## src/sv/tun_pkg.sv

```systemverilog
// ----------------------------------------------------------------------------
// tun_pkg
// Shared constants and types of the triangle unit normal pipeline.
// ----------------------------------------------------------------------------
package tun_pkg;

  localparam int COORD_WIDTH      = 16;
  localparam int NORMAL_FRAC_BITS = 14;
  localparam int OUT_WIDTH        = 16;
  localparam int NMAG_WIDTH       = 31;
  localparam int SUM_WIDTH        = 64;
  localparam int ROOT_WIDTH       = 32;
  localparam int ROOT_STEPS       = 32;
  localparam int ROOT_PER_STAGE   = 2;

  typedef struct packed {
    logic       valid;
    logic [2:0] neg;
    logic       degen;
  } ctl_t;

endpackage

```

## src/sv/tun_norm.sv

```systemverilog
// ----------------------------------------------------------------------------
// tun_norm
// Common left shift of the three magnitudes, one power of two per stage,
// until the largest has its top bit set; the upper bits are kept.
// ----------------------------------------------------------------------------
module tun_norm #(
  parameter int  IN_WIDTH = 34,
  localparam int NW = (IN_WIDTH > tun_pkg::NMAG_WIDTH) ? IN_WIDTH : tun_pkg::NMAG_WIDTH,
  localparam int L  = $clog2(NW)
) (
  input  logic                           clk,
  input  logic                           rst,
  input  tun_pkg::ctl_t                  in_ctl,
  input  logic [IN_WIDTH-1:0]            in_x,
  input  logic [IN_WIDTH-1:0]            in_y,
  input  logic [IN_WIDTH-1:0]            in_z,
  output tun_pkg::ctl_t                  ctl,
  output logic [tun_pkg::NMAG_WIDTH-1:0] mag_x,
  output logic [tun_pkg::NMAG_WIDTH-1:0] mag_y,
  output logic [tun_pkg::NMAG_WIDTH-1:0] mag_z
);

  logic [NW-1:0] sx [L+1];
  logic [NW-1:0] sy [L+1];
  logic [NW-1:0] sz [L+1];
  tun_pkg::ctl_t sc [L+1];

  assign sx[0] = NW'(in_x);
  assign sy[0] = NW'(in_y);
  assign sz[0] = NW'(in_z);
  assign sc[0] = in_ctl;

  for (genvar k = 0; k < L; k++) begin : g_step
    localparam int SA = 1 << (L - 1 - k);
    logic [NW-1:0] any;
    logic          clear;
    assign any   = sx[k] | sy[k] | sz[k];
    assign clear = any[NW-1 -: SA] == '0;
    always_ff @(posedge clk) begin
      if (rst) begin
        sc[k+1] <= '0;
      end else begin
        sc[k+1] <= sc[k];
      end
    end
    always_ff @(posedge clk) begin
      sx[k+1] <= clear ? (sx[k] << SA) : sx[k];
      sy[k+1] <= clear ? (sy[k] << SA) : sy[k];
      sz[k+1] <= clear ? (sz[k] << SA) : sz[k];
    end
  end

  assign ctl   = sc[L];
  assign mag_x = sx[L][NW-1 -: tun_pkg::NMAG_WIDTH];
  assign mag_y = sy[L][NW-1 -: tun_pkg::NMAG_WIDTH];
  assign mag_z = sz[L][NW-1 -: tun_pkg::NMAG_WIDTH];

endmodule

```

## config.mk

```make
export PLATFORM = sky130hd
export DESIGN_NAME = tun_norm
export DESIGN_NICKNAME = d
export VERILOG_FILES = /design/src/sv/tun_pkg.sv /design/src/sv/tun_norm.sv
export SDC_FILE = /design/constraint.sdc
export NUM_CORES = 1
export LEC_CHECK = 0
export BUFFER_PORTS_ARGS = -buffer_cell sky130_fd_sc_hd__buf_2
export CAP_MARGIN = 10
export CORE_UTILIZATION = 55
export DETAILED_ROUTE_END_ITERATION = 10
export MAX_ROUTING_LAYER = met4
export PLACE_DENSITY_LB_ADDON = 0.1
export SETUP_SLACK_MARGIN = 0.05
export SYNTH_ARGS = -nofsm -noshare
export SYNTH_HDL_FRONTEND = slang
export SYNTH_SLANG_ARGS = --single-unit
```

## constraint.sdc

```tcl
create_clock -name clk -period 2.9 [get_ports clk]
set_clock_uncertainty 0.1 [all_clocks]
set_input_delay 0.145 -clock clk [delete_from_list [all_inputs] [get_ports clk]]
set_output_delay 0.145 -clock clk [all_outputs]
set_load 0.005 [all_outputs]
```

==> results of run 1 <==
==> power breakdown <==
part | switching (mW) | total, mW | internal (mW) | leakage [nW]
registers | 0.291 | 9.41 | 9.12 | 5.28
clock network | 3.15 | 7.91 | 4.76 | 1.00
logic | 0.304 | 0.788 | 0.484 | 4.06
==> synthesized netlist by cell type (2+ instances only) <==
cell and n:
dfxtp_1 627, nand2_1 271, mux2_2 166, nor2b_1 114, clkbuf_1 113, buf_4 100
a21o_1 92, mux2_1 62, nor4_1 44, buf_2 27, buf_6 12, nand4_1 10
nor2_1 7, a21boi_0 6, a31o_2 6, buf_1 4, nand3_1 2, nor3_1 2
==> metrics by stage <==
stage / power, mW / cells
floorplan: 9.996 / 1669
global placement: 10.24 / 2088
detailed placement: 10.25 / 2088
CTS: 18.24 / 2316
global route: 18.75 / 2316
finish: 18.11 / 2316
==> placed cells by master (no fill, tap or decap), drive strengths merged, types with 3 or more instances in the layout <==
cell type    instances
a21boi               6
a21o                92
a31o                 6
buf                220
bufinv               8
clkbuf              86
clkinv              12
dfxtp              627
dlygate4sd3        118
mux2               228
nand2              271
nand4               10
nor2                 7
nor2b              114
nor3                 3
nor4                45
==> cell families (layout without fill, tap and decap cells) <==
group | after synthesis | count (layout) | share of synthesized area
muxes | 228 | 228 | 0.1315
AOI/OAI and AO/OA | 105 | 105 | 0.04089
and+or+nand+nor | 453 | 453 | 0.1098
buffers and inverters | 256 | 448 | 0.07480
DFF | 627 | 627 | 0.6430
==> flip-flops by register name, indices dropped and copies added (netlist names) <==
name	flops
sc	25
sx	168
mag_z	31
sy	168
mag_x	31
ctl	5
sz	168
mag_y	31
==> final timing paths <==
| check | from | to | slack, ns | cells after the start |
|---|---|---|---|---|
| max | sy[198]$_SDFF_PN0_ | sx[147]$_SDFF_PP0_ | 0.53 | 5 |
| max reg2reg | sy[198]$_SDFF_PN0_ | sx[147]$_SDFF_PP0_ | 0.53 | 5 |
| min reg2reg | sx[69]$_SDFF_PP0_ | sx[37]$_DFF_P_ | 0.32 | 2 |
| min | in_x[4] | sx[174]$_SDFF_PN0_ | 0.1 | 2 |
==> worst max-delay path, cell delays in order (launching register included) <==
cell	delay, ns
dfxtp_1	0.33
nor4_1	0.51
nand4_1	0.27
nor3_4	0.29
buf_4	0.50
nor2b_1	0.18
==> final cells by class <==
type                    count  area (µm²)  area share
flip-flops and latches    627       12550      0.5432
multi-input cells         786        5542      0.2398
repair buffers            338        2405      0.1041
clock buffers              86        1697     0.07342
well taps                 455       569.3     0.02464
clock inverters            24       344.1     0.01489
==> metal layers <==
layer  share of wire  global-route usage
met1            0.49              0.3333
met2            0.42              0.3512
met3           0.048             0.04435
met4           0.040              0.1065
met5               0                   -
==> metrics, run 1 <==
status finished clean; initial antenna violation count 0; TritonCTS Buffers 58; area leader, netlist dfxtp_1; die area 36250 µm²; Die Y 190.4 µm; top post-synthesis cells by area dfxtp_1 (64%), mux2_2 (9.6%), nand2_1 (5.2%); Post-DRT Antenna Nets 0; Synth Register Bits 627; Critical Path Start Type flip-flop; # hold bufs at CTS 118; Final Hold Fails 0; setup TNS 0 ns; setup ws final 0.5273 ns; Critical Path RT 3.25 ns; Worst-path clk slew 0.06 ns; PostCTS Resize Cnt 0; Crit Path Max Fanout 58; Post-Synthesis Cells 1669; H-tree level count 2; FILL cells 2631; Max Root-Sink Buffers 3; GRT Total Usage 0.2433; HPWL Detailed 29.38 mm; initial core utilization 0.5624; Final setup viols 0; layout cell share with drive strength beyond 1 0.2660; syn_nets 1778; HP Class input pin to flip-flop; Worst slew margin 0.3920; # clock sinks 627; synthesis-to-layout area growth 18.38%; Net count, final 1920; CTS tree done; row count 68; maximum VDD drop 0.0005732 V; worst-margin pin slew 0.9120 ns; Synth Cell Area 19520 µm²; vias in the first global route 11247; Final Max Slew Viols 0; via count 11122; Tcrit/Tclk final 0.8182; IO Port Bufs 206; CP Capture Type flip-flop; Chip Width 190.4 µm; Vias per Instance 4.802; largest net degree at the start of global routing 91; Initial DRC Count 659; worst-skew pair later-pin latency 0.61 ns; CP Class flip-flop to flip-flop; ys flop type dfxtp_1; wire per inst 18.23 µm; Crit path arrival time 2.72 ns; n_diodes 0; Post-DP Area 19890 µm²; Leak 10.35 nW; DRC viols 0; Setup Buffers After CTS 0; Root Driver clkbuf_16; pre-CTS setup slack 0.5491 ns; global-route wire length before repair 64.91 mm; RSZ-0062 raised after global routing no; Netlist cell types 22; post-synth top area share 0.6430; Ports 207; CORE AREA 34710 µm²; fraction of the yosys area taken by sequential cells 0.6430; drt first pass iters 4; PD cells 783.5 nW/µm²; Yosys warning total 0; fin util 0.6657; Async SR Flop Fraction 0; Congestion Overflow GR 0; fmax 421.5 MHz; hold slack 0.09507 ns; Avg Inst Size Synth 11.70 µm²; Final Wtd Congestion 0.8788; Period minus WS final 2.373 ns; final wirelength 42.21 mm; Post-synth EDFFs 0; max_cap viols 0; fin area 23110 µm²
(Power assumes the default switching activity.)
==> run 2, diff against run 1 <==
==> constraint.sdc (replaced) <==
create_clock -name clk -period 2.45 [get_ports clk]
set_clock_uncertainty 0.1 [all_clocks]
set_input_delay 0.1225 -clock clk [delete_from_list [all_inputs] [get_ports clk]]
set_output_delay 0.1225 -clock clk [all_outputs]
set_load 0.005 [all_outputs]
==> run 2 against run 1 <==
Compared with the run above:
- global-route usage decreased by 0.35 points
- wire length shrank 1.1%
- worst hold slack lost 0.027 ns
- largest cell class unchanged
- final area is essentially flat
- clock power rose by 18%
- flip-flop and latch count stayed put
- critical path depth is 3 higher
- combinational power up 19%
- sequential share of layout area about the same
- setup slack lost 0.35 ns
- sequential power rose by 18%
- non-clock buffer count up 1
==> metrics, run 2 (synthesis gave the netlist of run 1 again) <==
status finished clean; top sig layer met4; initial antenna violation count 0 (unchanged); CP most frequent cell dlygate4sd3_1; Max Root-Sink Buffers 3 (unchanged); Cells on Worst Hold Path 2 (unchanged); DRC viols 0 (unchanged); row count 68 (unchanged); HP Class input pin to flip-flop; TritonCTS Buffers 58 (unchanged); Die Y 190.4 µm (unchanged); largest net degree at the start of global routing 97 (+6.6%); hold slack 0.06811 ns (-0.02696 ns); Slowest-stage cell, CP dlygate4sd3_1; n_diodes 0 (unchanged); Largest regs sx x168, sy x168, sz x168; drt first pass iters 5 (+1); CTS tree done; GRT Total Usage 0.2398 (-0.003512); Setup Buffers After CTS 0 (unchanged); Final setup viols 0 (unchanged); worst-margin pin slew 0.9040 ns (-0.007999 ns); Critical Path RT 2.89 ns (-0.36 ns); # clock sinks 627 (unchanged); most frequent cells in the layout dfxtp_1 (627), nand2_1 (271), buf_2 (206), mux2_2 (166), dlygate4sd3_1 (118); fin area 23090 µm² (about the same); routed wl met2 18.66 mm (+5.5%); reg2reg end sx[152]$_DFF_P_; H-tree level count 2 (unchanged); maximum VDD drop 0.0006889 V (+20%); initial core utilization 0.5624 (unchanged); commonest non-fill, non-tap cell in the layout dfxtp_1; RSZ-0062 raised after global routing no; Period minus WS final 2.272 ns; Tot Pwr 21.37 mW (+18%); final wirelength 41.75 mm (-1.1%); CP Capture Type flip-flop; Crit path arrival time 2.71 ns (about the same); max_cap viols 0 (unchanged); fin cells 2315 (-0.043%); reg-to-reg slack, setup 0.24 ns (-0.29 ns); CP peak stage delay 0.54 ns (+0.03 ns); IO Port Bufs 206 (unchanged); Initial DRC Count 624 (-5.3%); via count 11174 (+0.47%); Chip Width 190.4 µm (unchanged); Net count, final 1921 (+0.052%); synthesis-to-layout area growth 18.29% (about the same); reg2reg start sx[188]$_SDFF_PN0_; Vias per Instance 4.827 (+0.51%); worst-skew pair later-pin latency 0.61 ns (about the same); worst path cell trace dlygate4sd3_1 -> buf_2 -> nor4_1 -> nand4_1 -> nor4_2 -> buf_4 -> a31o_2 -> dlygate4sd3_1; Critical Path Start Type input pin; wire per inst 18.04 µm (-1.0%); Crit Path Max Fanout 12 (-79%); CP Class input pin to flip-flop; Hold Startpoint in_y[10]; layout cell share with drive strength beyond 1 0.2667 (+0.0006806); Congestion Overflow GR 0 (unchanged); Final Hold Fails 0 (unchanged); global-route wire length before repair 64.14 mm (-1.2%); die area 36250 µm² (unchanged); Post-DP Area 19880 µm² (about the same); Root Driver clkbuf_16; R2R depth 5 (unchanged); Final Wtd Congestion 0.8857 (+0.79%); M1 WL 20.56 mm (-1.1%); Final Max Slew Viols 0 (unchanged); Post-DRT Antenna Nets 0 (unchanged); FILL cells 2649 (+0.68%); Tcrit/Tclk final 0.9275; CORE AREA 34710 µm² (unchanged); setup TNS 0 ns (unchanged); Worst slew margin 0.3973 (+0.005333); PD cells 925.5 nW/µm² (+18%); vias in the first global route 11203 (-0.39%); Leak 10.35 nW (about the same); Ports 207 (unchanged); met3 routed WL 1.646 mm (-19%); fmax 440.1 MHz; HPWL Detailed 29.67 mm (+0.98%); DP Cell Count 2089 (+0.048%); Worst-path clk slew 0.06 ns (about the same); hold endpoint sy[180]$_SDFF_PN0_
-- run 2: changes by cell type in the layout (fill, tap and decap cells not counted), sizes merged --
cell      change
buf           +1
clkbuf        -4
clkinv        +5
clkinvlp      -1
inv           -2
-- run 2: worst max-delay path by stage --
stage | from | end
2_1_floorplan | sx[133]$_DFF_P_ | sz[91]$_DFF_P_
3_3_place_gp | sz[198]$_SDFF_PN0_ | sy[153]$_DFF_P_
3_5_place_dp | sx[188]$_SDFF_PN0_ | sx[152]$_DFF_P_
4_1_cts | sx[188]$_SDFF_PN0_ | sx[152]$_DFF_P_
5_1_grt | in_y[5] | sx[202]$_DFF_P_
6_report | in_z[12] | sx[203]$_DFF_P_
-- run 2: per-layer routing --
| metal | vias to the layer above | global-route usage |
|---|---|---|
| met5 | - | - |
| met4 | 0 | 0.07969 |
| met3 | 57 | 0.03662 |
| met2 | 306 | 0.3684 |
| met1 | 5206 | 0.3239 |
| li1 | 5605 | - |
-- run 2: critical path, delay by kind of cell --
kind	cells	cell delay, ns
AND/OR/NAND/NOR	3	0.96
buffers and inverters	4	1.45
AO/OA/AOI/OAI	1	0.17
-- run 2: report_power, final --
part	internal (mW)	total, mW	switching [mW]
combinational	0.573	0.934	0.361
sequential	10.8	11.1	0.338
clock	5.60	9.31	3.71
total	17.0	21.4	4.41
-- run 2: stage by stage --
| step | setup WS (ns) | utilization |
|---|---|---|
| floorplan | 0.7461 | - |
| global placement | 0.3010 | 0.5727 |
| detailed placement | 0.2677 | 0.5727 |
| CTS | 0.2437 | 0.6652 |
| global route | 0.1619 | 0.6652 |
| finish | 0.1776 | 0.6652 |
-- run 2: timing repair --
action | 4_1_cts | 5_1_grt
gates resized for setup | 0 | 0
hold buffers | 118 | 0
hold endpoints to repair | 132 | 0
-- run 2: area by class of cell --
| type | instances | area (µm²) | area share |
|---|---|---|---|
| multi-input combinational | 786 | 5542 | 0.2400 |
| tap | 455 | 569.3 | 0.02465 |
| sequential | 627 | 12550 | 0.5436 |
| clock buffer | 82 | 1673 | 0.07245 |
| clock inverter | 26 | 355.3 | 0.01539 |
| timing repair buffer | 339 | 2400 | 0.1039 |
